$ cat src/rtl/wav_header_parser_unit_macros.svh
// Assertion macros for the WAV header parser unit.
// Used by the top level only; clock and reset are the top level port names.
`ifndef WAV_HEADER_PARSER_UNIT_MACROS_SVH
`define WAV_HEADER_PARSER_UNIT_MACROS_SVH

// same-cycle implication
`define WHP_ASSERT_IMPLY(label, ante, cons, msg) \
   label: assert property (@(posedge clock) disable iff (reset) (ante) |-> (cons)) \
      else $error(msg);

// delayed implication of the consequence from the antecedent
`define WHP_ASSERT_AFTER2(label, ante, cons, msg) \
   label: assert property (@(posedge clock) disable iff (reset) (ante) |-> ##2 (cons)) \
      else $error(msg);

`endif

$ cat src/rtl/wavhp_pkg.sv
// Shared types and constants for the WAV header parser unit.
// No dependencies; used by every module of the block.
package wavhp_pkg;

   localparam logic [1:0] CMD_BYTE    = 2'd0;
   localparam logic [1:0] CMD_END     = 2'd1;
   localparam logic [1:0] CMD_RESTART = 2'd2;
   localparam logic [1:0] CMD_IGNORE  = 2'd3;

   localparam logic [31:0] TAG_RIFF = 32'h4646_4952;
   localparam logic [31:0] TAG_WAVE = 32'h4556_4157;
   localparam logic [31:0] TAG_FMT  = 32'h2074_6D66;
   localparam logic [31:0] TAG_DATA = 32'h6174_6164;

   localparam logic [31:0] FMT_MIN_LEN  = 32'd16;
   localparam logic [31:0] FMT_EXT_LEN  = 32'd18;
   localparam logic [15:0] FLOAT_BITS   = 16'd32;
   localparam logic [15:0] FORMAT_PCM   = 16'd1;
   localparam logic [15:0] FORMAT_FLOAT = 16'd3;

   typedef enum logic [1:0] {
      KIND_BYTE,
      KIND_END,
      KIND_RESTART
   } item_kind_type;

   typedef struct packed {
      item_kind_type kind;
      logic [7:0]    data;
   } queue_entry_type;

   typedef enum logic [3:0] {
      ST_OK          = 4'd0,
      ST_NOT_RIFF    = 4'd1,
      ST_NOT_WAVE    = 4'd2,
      ST_FMT_SHORT   = 4'd3,
      ST_BAD_TAG     = 4'd4,
      ST_NO_CHANNELS = 4'd5,
      ST_NO_RATE     = 4'd6,
      ST_BYTE_RATE   = 4'd7,
      ST_ALIGN       = 4'd8,
      ST_FLOAT_BITS  = 4'd9,
      ST_EXT_SIZE    = 4'd10,
      ST_TRUNCATED   = 4'd11
   } status_type;

   typedef enum logic [3:0] {
      PH_RIFF,
      PH_RSIZE,
      PH_WAVE,
      PH_CID,
      PH_CLEN,
      PH_SKIP,
      PH_TAG,
      PH_CHAN,
      PH_RATE,
      PH_BRATE,
      PH_ALIGN,
      PH_BITS,
      PH_EXT,
      PH_DONE,
      PH_CHECK
   } phase_type;

   typedef struct packed {
      logic        start;
      logic        is_float;
      logic [15:0] channels;
      logic [31:0] rate;
      logic [15:0] bits;
      logic [31:0] byte_rate;
      logic [15:0] align;
   } fmt_req_type;

   typedef struct packed {
      logic       done;
      status_type status;
   } fmt_rsp_type;

endpackage

$ cat src/rtl/wavhp_front.sv
// Front end: classifies incoming beats and holds them in a short queue.
// Depends on wavhp_pkg.
module wavhp_front #(
   parameter int DEPTH = 2
) (
   input  logic                       clock,
   input  logic                       reset,
   input  logic                       req_valid,
   output logic                       req_ready,
   input  logic [1:0]                 req_command,
   input  logic [7:0]                 req_data_byte,
   output logic                       q_valid,
   output wavhp_pkg::queue_entry_type q_head,
   input  logic                       q_pop
);

   localparam int PTR_W = (DEPTH > 1) ? $clog2(DEPTH) : 1;
   localparam int CNT_W = $clog2(DEPTH + 1);

   wavhp_pkg::queue_entry_type entry_ff [DEPTH];
   wavhp_pkg::queue_entry_type entry_in;
   logic [PTR_W-1:0] wr_ptr_ff, wr_ptr_in;
   logic [PTR_W-1:0] rd_ptr_ff, rd_ptr_in;
   logic [CNT_W-1:0] count_ff, count_in;
   logic             push;
   logic             pop;

   always_comb begin
      entry_in.data = req_data_byte;
      unique case (req_command)
         wavhp_pkg::CMD_BYTE:    entry_in.kind = wavhp_pkg::KIND_BYTE;
         wavhp_pkg::CMD_END:     entry_in.kind = wavhp_pkg::KIND_END;
         wavhp_pkg::CMD_RESTART: entry_in.kind = wavhp_pkg::KIND_RESTART;
         default:                entry_in.kind = wavhp_pkg::KIND_BYTE;
      endcase
   end

   assign req_ready = (count_ff != CNT_W'(DEPTH));
   assign push      = req_valid && req_ready && (req_command != wavhp_pkg::CMD_IGNORE);
   assign q_valid   = (count_ff != '0);
   assign q_head    = entry_ff[rd_ptr_ff];
   assign pop       = q_pop && q_valid;

   always_comb begin
      wr_ptr_in = wr_ptr_ff;
      rd_ptr_in = rd_ptr_ff;
      if (push) begin
         wr_ptr_in = (wr_ptr_ff == PTR_W'(DEPTH - 1)) ? '0 : wr_ptr_ff + 1'b1;
      end
      if (pop) begin
         rd_ptr_in = (rd_ptr_ff == PTR_W'(DEPTH - 1)) ? '0 : rd_ptr_ff + 1'b1;
      end
      count_in = count_ff + CNT_W'(push) - CNT_W'(pop);
   end

   always_ff @(posedge clock) begin
      if (reset) begin
         wr_ptr_ff <= '0;
         rd_ptr_ff <= '0;
         count_ff  <= '0;
      end else begin
         wr_ptr_ff <= wr_ptr_in;
         rd_ptr_ff <= rd_ptr_in;
         count_ff  <= count_in;
      end
   end

   always_ff @(posedge clock) begin
      if (push) begin
         entry_ff[wr_ptr_ff] <= entry_in;
      end
   end

endmodule

$ cat src/rtl/wavhp_fmt_check.sv
// Two-stage multiply check of byte rate and block align, and of float sample bits, for a fmt chunk.
// Depends on wavhp_pkg.
module wavhp_fmt_check (
   input  logic                   clock,
   input  logic                   reset,
   input  wavhp_pkg::fmt_req_type fmt_req,
   output wavhp_pkg::fmt_rsp_type fmt_rsp
);

   logic        s1_ff, s1_in;
   logic        s2_ff, s2_in;
   logic [28:0] frame_ff, frame_in;
   logic [60:0] prod_ff, prod_in;
   logic        align_ok_ff, align_ok_in;
   logic        rate_ok;

   assign s1_in       = fmt_req.start;
   assign s2_in       = s1_ff;
   assign frame_in    = 29'(fmt_req.channels * fmt_req.bits[15:3]);
   assign prod_in     = 61'(fmt_req.rate * frame_ff);
   assign align_ok_in = (frame_ff == {13'b0, fmt_req.align});
   assign rate_ok     = (prod_ff[60:32] == '0) && (prod_ff[31:0] == fmt_req.byte_rate);

   always_comb begin
      fmt_rsp.done = s2_ff;
      if (!rate_ok) begin
         fmt_rsp.status = wavhp_pkg::ST_BYTE_RATE;
      end else if (!align_ok_ff) begin
         fmt_rsp.status = wavhp_pkg::ST_ALIGN;
      end else if (fmt_req.is_float && (fmt_req.bits != wavhp_pkg::FLOAT_BITS)) begin
         fmt_rsp.status = wavhp_pkg::ST_FLOAT_BITS;
      end else begin
         fmt_rsp.status = wavhp_pkg::ST_OK;
      end
   end

   always_ff @(posedge clock) begin
      if (reset) begin
         s1_ff <= 1'b0;
         s2_ff <= 1'b0;
      end else begin
         s1_ff <= s1_in;
         s2_ff <= s2_in;
      end
   end

   always_ff @(posedge clock) begin
      frame_ff    <= frame_in;
      prod_ff     <= prod_in;
      align_ok_ff <= align_ok_in;
   end

endmodule

$ cat src/rtl/wavhp_back.sv
// Back end: chunk walker state machine, fmt field capture and result register.
// Depends on wavhp_pkg; drives wavhp_fmt_check through fmt_req.
module wavhp_back (
   input  logic                       clock,
   input  logic                       reset,
   input  logic                       q_valid,
   input  wavhp_pkg::queue_entry_type q_head,
   output logic                       q_pop,
   output wavhp_pkg::fmt_req_type     fmt_req,
   input  wavhp_pkg::fmt_rsp_type     fmt_rsp,
   output logic                       rsp_valid,
   input  logic                       rsp_ready,
   output logic [3:0]                 rsp_status,
   output logic                       rsp_is_float,
   output logic [15:0]                rsp_channels,
   output logic [31:0]                rsp_sample_rate,
   output logic [5:0]                 rsp_sample_bits
);

   wavhp_pkg::phase_type phase_ff, phase_in;
   logic [1:0]  cnt_ff, cnt_in;
   logic [23:0] shift_ff, shift_in;
   logic [31:0] chunk_ff, chunk_in;
   logic [15:0] tag_ff, tag_in;
   logic [15:0] chan_ff, chan_in;
   logic [31:0] rate_ff, rate_in;
   logic [31:0] brate_ff, brate_in;
   logic [15:0] align_ff, align_in;
   logic [15:0] bits_ff, bits_in;
   logic        finished_ff, finished_in;
   logic        start_ff, start_in;
   logic        out_valid_ff, out_valid_in;
   wavhp_pkg::status_type out_status_ff, out_status_in;
   logic        out_float_ff, out_float_in;
   logic [15:0] out_chan_ff, out_chan_in;
   logic [31:0] out_rate_ff, out_rate_in;
   logic [5:0]  out_bits_ff, out_bits_in;

   logic        out_free;
   logic [31:0] value;
   logic        emit;
   wavhp_pkg::status_type emit_status;
   logic [5:0]  report_bits;

   function automatic logic [1:0] last_index(input wavhp_pkg::phase_type ph);
      logic [1:0] idx;
      unique case (ph)
         wavhp_pkg::PH_RIFF, wavhp_pkg::PH_RSIZE, wavhp_pkg::PH_WAVE,
         wavhp_pkg::PH_CID, wavhp_pkg::PH_CLEN, wavhp_pkg::PH_RATE,
         wavhp_pkg::PH_BRATE:                                      idx = 2'd3;
         wavhp_pkg::PH_TAG, wavhp_pkg::PH_CHAN, wavhp_pkg::PH_ALIGN,
         wavhp_pkg::PH_BITS, wavhp_pkg::PH_EXT:                    idx = 2'd1;
         default:                                                  idx = 2'd0;
      endcase
      return idx;
   endfunction

   assign out_free = !out_valid_ff || rsp_ready;
   assign q_pop    = q_valid && out_free && (phase_ff != wavhp_pkg::PH_CHECK);
   assign value    = {8'b0, shift_ff} | ({24'b0, q_head.data} << {cnt_ff, 3'b000});

   always_comb begin
      if (tag_ff == wavhp_pkg::FORMAT_FLOAT) begin
         report_bits = 6'(wavhp_pkg::FLOAT_BITS);
      end else if ((tag_ff == wavhp_pkg::FORMAT_PCM) &&
                   ((bits_ff == 16'd8) || (bits_ff == 16'd16) ||
                    (bits_ff == 16'd24) || (bits_ff == 16'd32))) begin
         report_bits = bits_ff[5:0];
      end else begin
         report_bits = 6'd0;
      end
   end

   assign fmt_req.start     = start_ff;
   assign fmt_req.is_float  = (tag_ff == wavhp_pkg::FORMAT_FLOAT);
   assign fmt_req.channels  = chan_ff;
   assign fmt_req.rate      = rate_ff;
   assign fmt_req.bits      = bits_ff;
   assign fmt_req.byte_rate = brate_ff;
   assign fmt_req.align     = align_ff;

   always_comb begin
      phase_in     = phase_ff;
      cnt_in       = cnt_ff;
      shift_in     = shift_ff;
      chunk_in     = chunk_ff;
      tag_in       = tag_ff;
      chan_in      = chan_ff;
      rate_in      = rate_ff;
      brate_in     = brate_ff;
      align_in     = align_ff;
      bits_in      = bits_ff;
      finished_in  = finished_ff;
      start_in     = 1'b0;
      emit         = 1'b0;
      emit_status  = wavhp_pkg::ST_OK;
      out_valid_in = out_valid_ff && !rsp_ready;

      if (phase_ff == wavhp_pkg::PH_CHECK) begin
         if (fmt_rsp.done) begin
            if (fmt_rsp.status != wavhp_pkg::ST_OK) begin
               emit        = 1'b1;
               emit_status = fmt_rsp.status;
            end else begin
               phase_in = (chunk_ff > wavhp_pkg::FMT_MIN_LEN) ? wavhp_pkg::PH_EXT :
                                                              wavhp_pkg::PH_CID;
            end
         end
      end else if (q_pop) begin
         unique case (q_head.kind)
            wavhp_pkg::KIND_RESTART: begin
               phase_in    = wavhp_pkg::PH_RIFF;
               cnt_in      = '0;
               shift_in    = '0;
               chunk_in    = '0;
               tag_in      = '0;
               chan_in     = '0;
               rate_in     = '0;
               brate_in    = '0;
               align_in    = '0;
               bits_in     = '0;
               finished_in = 1'b0;
            end
            wavhp_pkg::KIND_END: begin
               if (!finished_ff) begin
                  emit        = 1'b1;
                  emit_status = wavhp_pkg::ST_TRUNCATED;
               end
            end
            default: begin
               if (!finished_ff) begin
                  if (phase_ff == wavhp_pkg::PH_SKIP) begin
                     chunk_in = chunk_ff - 32'd1;
                     if (chunk_ff == 32'd1) begin
                        phase_in = wavhp_pkg::PH_CID;
                     end
                  end else if (cnt_ff != last_index(phase_ff)) begin
                     cnt_in   = cnt_ff + 2'd1;
                     shift_in = value[23:0];
                  end else begin
                     cnt_in   = '0;
                     shift_in = '0;
                     unique case (phase_ff)
                        wavhp_pkg::PH_RIFF: begin
                           if (value != wavhp_pkg::TAG_RIFF) begin
                              emit        = 1'b1;
                              emit_status = wavhp_pkg::ST_NOT_RIFF;
                           end else begin
                              phase_in = wavhp_pkg::PH_RSIZE;
                           end
                        end
                        wavhp_pkg::PH_RSIZE: phase_in = wavhp_pkg::PH_WAVE;
                        wavhp_pkg::PH_WAVE: begin
                           if (value != wavhp_pkg::TAG_WAVE) begin
                              emit        = 1'b1;
                              emit_status = wavhp_pkg::ST_NOT_WAVE;
                           end else begin
                              phase_in = wavhp_pkg::PH_CID;
                           end
                        end
                        wavhp_pkg::PH_CID: begin
                           chunk_in = value;
                           phase_in = wavhp_pkg::PH_CLEN;
                        end
                        wavhp_pkg::PH_CLEN: begin
                           chunk_in = value;
                           if (chunk_ff == wavhp_pkg::TAG_DATA) begin
                              emit        = 1'b1;
                              emit_status = wavhp_pkg::ST_OK;
                           end else if (chunk_ff == wavhp_pkg::TAG_FMT) begin
                              if (value < wavhp_pkg::FMT_MIN_LEN) begin
                                 emit        = 1'b1;
                                 emit_status = wavhp_pkg::ST_FMT_SHORT;
                              end else begin
                                 phase_in = wavhp_pkg::PH_TAG;
                              end
                           end else begin
                              phase_in = (value == '0) ? wavhp_pkg::PH_CID :
                                                         wavhp_pkg::PH_SKIP;
                           end
                        end
                        wavhp_pkg::PH_TAG: begin
                           if ((value[15:0] != wavhp_pkg::FORMAT_PCM) &&
                               (value[15:0] != wavhp_pkg::FORMAT_FLOAT)) begin
                              emit        = 1'b1;
                              emit_status = wavhp_pkg::ST_BAD_TAG;
                           end else begin
                              tag_in   = value[15:0];
                              phase_in = wavhp_pkg::PH_CHAN;
                           end
                        end
                        wavhp_pkg::PH_CHAN: begin
                           if (value[15:0] == '0) begin
                              emit        = 1'b1;
                              emit_status = wavhp_pkg::ST_NO_CHANNELS;
                           end else begin
                              chan_in  = value[15:0];
                              phase_in = wavhp_pkg::PH_RATE;
                           end
                        end
                        wavhp_pkg::PH_RATE: begin
                           if (value == '0) begin
                              emit        = 1'b1;
                              emit_status = wavhp_pkg::ST_NO_RATE;
                           end else begin
                              rate_in  = value;
                              phase_in = wavhp_pkg::PH_BRATE;
                           end
                        end
                        wavhp_pkg::PH_BRATE: begin
                           brate_in = value;
                           phase_in = wavhp_pkg::PH_ALIGN;
                        end
                        wavhp_pkg::PH_ALIGN: begin
                           align_in = value[15:0];
                           phase_in = wavhp_pkg::PH_BITS;
                        end
                        wavhp_pkg::PH_BITS: begin
                           bits_in  = value[15:0];
                           start_in = 1'b1;
                           phase_in = wavhp_pkg::PH_CHECK;
                        end
                        wavhp_pkg::PH_EXT: begin
                           if (chunk_ff != wavhp_pkg::FMT_EXT_LEN + {16'b0, value[15:0]})
                           begin
                              emit        = 1'b1;
                              emit_status = wavhp_pkg::ST_EXT_SIZE;
                           end else begin
                              chunk_in = {16'b0, value[15:0]};
                              phase_in = (value[15:0] == '0) ? wavhp_pkg::PH_CID :
                                                               wavhp_pkg::PH_SKIP;
                           end
                        end
                        default: begin
                           finished_in = 1'b1;
                           phase_in    = wavhp_pkg::PH_DONE;
                        end
                     endcase
                  end
               end
            end
         endcase
      end

      out_status_in = out_status_ff;
      out_float_in  = out_float_ff;
      out_chan_in   = out_chan_ff;
      out_rate_in   = out_rate_ff;
      out_bits_in   = out_bits_ff;
      if (emit) begin
         out_valid_in  = 1'b1;
         out_status_in = emit_status;
         finished_in   = 1'b1;
         phase_in      = wavhp_pkg::PH_DONE;
         if (emit_status == wavhp_pkg::ST_OK) begin
            out_float_in = (tag_ff == wavhp_pkg::FORMAT_FLOAT);
            out_chan_in  = chan_ff;
            out_rate_in  = rate_ff;
            out_bits_in  = report_bits;
         end else begin
            out_float_in = 1'b0;
            out_chan_in  = '0;
            out_rate_in  = '0;
            out_bits_in  = '0;
         end
      end
   end

   always_ff @(posedge clock) begin
      if (reset) begin
         phase_ff     <= wavhp_pkg::PH_RIFF;
         cnt_ff       <= '0;
         shift_ff     <= '0;
         chunk_ff     <= '0;
         tag_ff       <= '0;
         chan_ff      <= '0;
         rate_ff      <= '0;
         brate_ff     <= '0;
         align_ff     <= '0;
         bits_ff      <= '0;
         finished_ff  <= 1'b0;
         start_ff     <= 1'b0;
         out_valid_ff <= 1'b0;
      end else begin
         phase_ff     <= phase_in;
         cnt_ff       <= cnt_in;
         shift_ff     <= shift_in;
         chunk_ff     <= chunk_in;
         tag_ff       <= tag_in;
         chan_ff      <= chan_in;
         rate_ff      <= rate_in;
         brate_ff     <= brate_in;
         align_ff     <= align_in;
         bits_ff      <= bits_in;
         finished_ff  <= finished_in;
         start_ff     <= start_in;
         out_valid_ff <= out_valid_in;
      end
   end

   always_ff @(posedge clock) begin
      out_status_ff <= out_status_in;
      out_float_ff  <= out_float_in;
      out_chan_ff   <= out_chan_in;
      out_rate_ff   <= out_rate_in;
      out_bits_ff   <= out_bits_in;
   end

   assign rsp_valid       = out_valid_ff;
   assign rsp_status      = out_status_ff;
   assign rsp_is_float    = out_float_ff;
   assign rsp_channels    = out_chan_ff;
   assign rsp_sample_rate = out_rate_ff;
   assign rsp_sample_bits = out_bits_ff;

endmodule

$ cat src/rtl/wav_header_parser_unit.sv
// Accepted beats wait in the queue registers; a result is registered onto rsp in the cycle after the
// parser decides it. The beat closing the fmt bits field first passes start_ff and the two-stage multiply.
// Throughput: one beat per cycle, limited by the parser taking one queued beat per cycle
// and holding while the fmt multiply runs or a result waits on rsp_ready.
// Reset (synchronous): parser back to the RIFF tag, queue empty, no result pending.
`include "wav_header_parser_unit_macros.svh"
module wav_header_parser_unit #(
   parameter int QUEUE_DEPTH = 2
) (
   input  logic        clock,
   input  logic        reset,
   input  logic        req_valid,
   output logic        req_ready,
   input  logic [1:0]  req_command,
   input  logic [7:0]  req_data_byte,
   output logic        rsp_valid,
   input  logic        rsp_ready,
   output logic [3:0]  rsp_status,
   output logic        rsp_is_float,
   output logic [15:0] rsp_channels,
   output logic [31:0] rsp_sample_rate,
   output logic [5:0]  rsp_sample_bits
);

   logic                       q_valid;
   logic                       q_pop;
   wavhp_pkg::queue_entry_type q_head;
   wavhp_pkg::fmt_req_type     fmt_req;
   wavhp_pkg::fmt_rsp_type     fmt_rsp;

   wavhp_front #(
      .DEPTH(QUEUE_DEPTH)
   ) u_front (
      .clock        (clock),
      .reset        (reset),
      .req_valid    (req_valid),
      .req_ready    (req_ready),
      .req_command  (req_command),
      .req_data_byte(req_data_byte),
      .q_valid      (q_valid),
      .q_head       (q_head),
      .q_pop        (q_pop)
   );

   wavhp_fmt_check u_fmt_check (
      .clock  (clock),
      .reset  (reset),
      .fmt_req(fmt_req),
      .fmt_rsp(fmt_rsp)
   );

   wavhp_back u_back (
      .clock          (clock),
      .reset          (reset),
      .q_valid        (q_valid),
      .q_head         (q_head),
      .q_pop          (q_pop),
      .fmt_req        (fmt_req),
      .fmt_rsp        (fmt_rsp),
      .rsp_valid      (rsp_valid),
      .rsp_ready      (rsp_ready),
      .rsp_status     (rsp_status),
      .rsp_is_float   (rsp_is_float),
      .rsp_channels   (rsp_channels),
      .rsp_sample_rate(rsp_sample_rate),
      .rsp_sample_bits(rsp_sample_bits)
   );

   `WHP_ASSERT_AFTER2(a_check_timing, fmt_req.start, fmt_rsp.done, "fmt check not done in time")
   `WHP_ASSERT_IMPLY(a_check_out_free, fmt_rsp.done, !rsp_valid, "fmt check ends with rsp busy")
   `WHP_ASSERT_IMPLY(a_full_has_head, !req_ready, q_valid, "queue full but parser sees no beat")
   `WHP_ASSERT_IMPLY(a_no_pop_in_check, fmt_req.start || fmt_rsp.done, !q_pop, "pop during check")

endmodule
$ cat config.mk
export PLATFORM = sky130hd
export DESIGN_NAME = wav_header_parser_unit
export DESIGN_NICKNAME = d
export VERILOG_FILES = /design/src/rtl/wavhp_pkg.sv /design/src/rtl/wavhp_front.sv /design/src/rtl/wavhp_fmt_check.sv /design/src/rtl/wavhp_back.sv /design/src/rtl/wav_header_parser_unit.sv
export VERILOG_INCLUDE_DIRS = /design/src /design/src/rtl
export SDC_FILE = /design/constraint.sdc
export NUM_CORES = 2
export LEC_CHECK = 0
export ABC_AREA = 1
export BUFFER_PORTS_ARGS = -buffer_cell sky130_fd_sc_hd__buf_2
export CAP_MARGIN = 15
export CORE_MARGIN = 1
export CORE_UTILIZATION = 52
export CTS_BUF_LIST = sky130_fd_sc_hd__clkbuf_16
export CTS_CLUSTER_SIZE = 24
export DETAILED_ROUTE_END_ITERATION = 6
export PLACE_DENSITY = 0.65
export SYNTH_ARGS = -nofsm -noshare
export SYNTH_HDL_FRONTEND = slang
export SYNTH_SLANG_ARGS = --single-unit
$ cat constraint.sdc
create_clock -name clock -period 14.85 [get_ports clock]
set_clock_uncertainty 0.05 [all_clocks]
set_input_delay 1.485 -clock clock [delete_from_list [all_inputs] [get_ports clock]]
set_output_delay 1.485 -clock clock [all_outputs]
set_load 0.1 [all_outputs]
==> flow_summary.ini <==
[run_status]
outcome = finished, violations left
violations = design-rule violations

[timing]
fmax_mhz = 130
rsz0062_at_grt = false
slew_viol_final = 0
final-setup-viol-count = 0
hold_viol_final = 0
setup_ws_ns = 7.13
worst_pin_slew_ns = 1.14
period_needed_ns = 7.72
slew_headroom_pct = 23.9
fin_crit_sh_pct = 52.0
fin_setup_tns_ns = 0

[cts]
cts_buffers = 45
htreeDepth = 2
clock-sinks = 370
clkTransAtPathRegs_ns = 0.07
clockBufferDepth = 3
cts_setup_buffers = 0
root_buffer = clkbuf_16
cts_tree = done
cts_hold_buf = 0
clk_latency_ns = 0.62
post_cts_resized = 0

[cells_and_area]
design_area_um2 = 56500
nFillCells = 9657
drive_above_1_share_pct = 4.83
fin_nets = 7982
diodes = 0
area_growth_pct = 5.54
multi_input_area_um2 = 36900
area.sequential_um2 = 8200

[die]
ios = 75
die_width_um = 323
rows = 117
coreArea_um2 = 102000
dieHeight_um = 323
dieArea_um2 = 104000
initial_core_util_pct = 52.5

[place]
pre_cts_ws_ns = 7.19
place.gp.congestion = 0.985
postPlaceCellArea_um2 = 55000
dpl.hpwl_um = 119000
port_buffers = 74

[grt]
grt_max_degree = 82
grt_pass1_vias = 44200
grt_overflow_total = 0
grt_pass1_wl_um = 250000
antenna_found_initial = 2
grt_usage_pct = 31.3

[synthesis]
yosys_warnings = 0
ys_ff_latch = 370
syn_area_um2 = 53500
synthDistinctLibCells = 64
ys.flop_type = dfxtp_1
syn_inst = 6802
yosysSeqAreaShare_pct = 15.3
synth_top_area_share_pct = 35.9
yosys.area.top_type = fa_1
synthArstFlopShare_pct = 0
synth_edf_count = 79
avgSynthCellArea_um2 = 7.87
ys_top_cells_by_area = fa_1 (36%), inv_1 (13%), dfxtp_1 (11%)

[setup_path]
critical_path.endpoint_type = flop
cp.required_ns = 15.31
cp_slowest_cell = fa_1
arrival_ns = 8.18
crit_top_cell = fa_1
critPathLaunchType = flop
max_stage_delay_ns = 0.53
cp_max_fo = 32
crit_type = reg -> reg

[route]
drt-initial-drc-count = 3295
wl_met2_um = 74700
route.met3.wl_um = 11300
top_layer = met4
vias = 42600
wl_met1_um = 66000
drcViolationCount = 4
viasPerCell = 5.28
wl_per_cell_um = 19.5
ant_nets = 0
dr.pass1.iters = 7
drt_wl_total_um = 157000

[hold_path]
hold_path.class = reg -> reg

[power_and_ir_drop]
cellLeakagePower_nw = 32.2
powerDensity_nw_per_um2 = 79.2
ir_drop_uv = 179

[flow_run]
drv_cap = 0
[registers in the layout, summed over array words and instances (netlist names), 16 cells and up, named ones only]
name                    flops
u_fmt_check.frame_ff       29
u_back.align_ff            16
u_front.entry_ff           20
u_fmt_check.prod_ff        61
u_back.rsp_sample_rate     32
u_back.chunk_ff            32
u_back.shift_ff            24
u_back.tag_ff              16
u_back.rsp_channels        16
u_back.brate_ff            32
u_back.rate_ff             32
u_back.chan_ff             16
u_back.bits_ff             16
[per-stage QoR]
| step | power, mW | util (%) | hold slack, ns | std cells |
|---|---|---|---|---|
| 3_5_place_dp | 3.31 | 53.9 | 0.349 | 7997 |
| 4_1_cts | 4.46 | 55.4 | 0.355 | 8081 |
| 5_1_grt | 4.67 | 55.4 | 0.360 | 8082 |
| 6_report | 4.47 | 55.4 | 0.352 | 8082 |
| 2_1_floorplan | 2.74 | - | 0.338 | 6804 |
| 3_3_place_gp | 3.31 | 53.9 | 0.341 | 7997 |
[power breakdown]
part	switching [mW]	leakage [nW]	internal (mW)	total (mW)
logic	1.64	28.3	0.397	2.04
registers	0.113	3.09	1.18	1.29
clock network	0.498	0.760	0.644	1.14
[routing by layer]
metal	vias to the layer above	global-route usage [%]
met5	-	0
met4	0	10.1
met3	235	4.18
met2	1522	52.5
met1	21400	41.9
li1	19500	-
[area by class of cell]
type,instances,share of cell area [%]
multi-input combinational,4197,65.3
clock buffer,46,2.04
sequential,370,14.5
inverter,1899,12.6
timing repair buffer,164,1.87
tap,1368,3.03
clock inverter,38,0.651
[final timing paths]
kind | slack, ns | end | cells after the start | startpoint
setup / recovery | 7.13 | u_fmt_check.prod_ff[58] | 28 | u_fmt_check.frame_ff[21]
hold / removal | 0.35 | u_fmt_check.s2_ff | 2 | u_fmt_check.s1_ff
setup reg to reg | 7.13 | u_fmt_check.prod_ff[58] | 28 | u_fmt_check.frame_ff[21]
hold reg to reg | 0.35 | u_fmt_check.s2_ff | 2 | u_fmt_check.s1_ff
[synthesized netlist by cell type, types with 26 or more instances]
library cell and n:
a211oi_1 28, a21oi_1 269, clkbuf_1 309, dfxtp_1 291, edfxtp_1 79, fa_1 959, ha_1 332, inv_1 1888
nand2_1 1525, nand2_2 26, nand3_1 142, nand4_1 44, nor2_1 307, nor3_1 45, o21ai_0 184, xnor2_1 36
xor2_1 94
[logic make-up (layout without fill, tap and decap cells)]
| logic type | count (synthesis) | in the layout | synth area share [%] |
|---|---|---|---|
| other cells | 1 | 3 | 0.00701 |
| flops | 370 | 370 | 15.3 |
| fa+ha+maj | 1291 | 1291 | 43.6 |
| compound gates | 604 | 604 | 6.36 |
| simple gates | 2169 | 2169 | 16.7 |
| buf+inv | 2237 | 2147 | 15.8 |
| xor+xnor | 130 | 130 | 2.13 |
[placed cells by master (no fill, tap or decap), types with 5 or more instances in the layout]
cell        synthesis  routed
a21boi_0           11      11
nor2_1            307     306
clkinv_1            3       6
or2_2               5       5
nand3_1           142     142
ha_1              332     332
o21ai_0           184     183
clkinv_2            0       5
clkbuf_16           0      46
o21ai_1             9       9
a21oi_1           269     269
o22ai_1             9       9
o221ai_1            6       6
nand2_1          1525    1525
clkinvlp_4          0       5
xnor2_1            36      36
nor2_4             23      23
nand4_1            44      44
dfxtp_1           291     291
o211ai_1            9       9
nand3_2             7       7
a21o_1              5       5
o21bai_1           10      10
inv_1            1888    1897
o2111ai_1           7       7
buf_2               7      73
a211oi_1           28      28
buf_4               1      90
a31oi_1            20      20
nor4_1             24      24
edfxtp_1           79      79
nand2_2            26      24
fa_1              959     959
nor3_1             45      45
inv_2               7       8
o21a_1              8       8
nand3b_1            7       7
a221oi_1            8       8
nand2_4             7       9
xor2_1             94      94
[worst max-delay path: cells and delay by family, from the launching register on]
family / cells / cell delay (ns)
AO/OA/AOI/OAI: 2 / 0.27
XOR/XNOR: 1 / 0.12
adder cells (fa/ha/maj): 9 / 4.32
buffers and inverters: 6 / 0.81
flip-flops: 1 / 0.46
AND/OR/NAND/NOR: 10 / 1.51
Power figures use the tool's default switching activity.
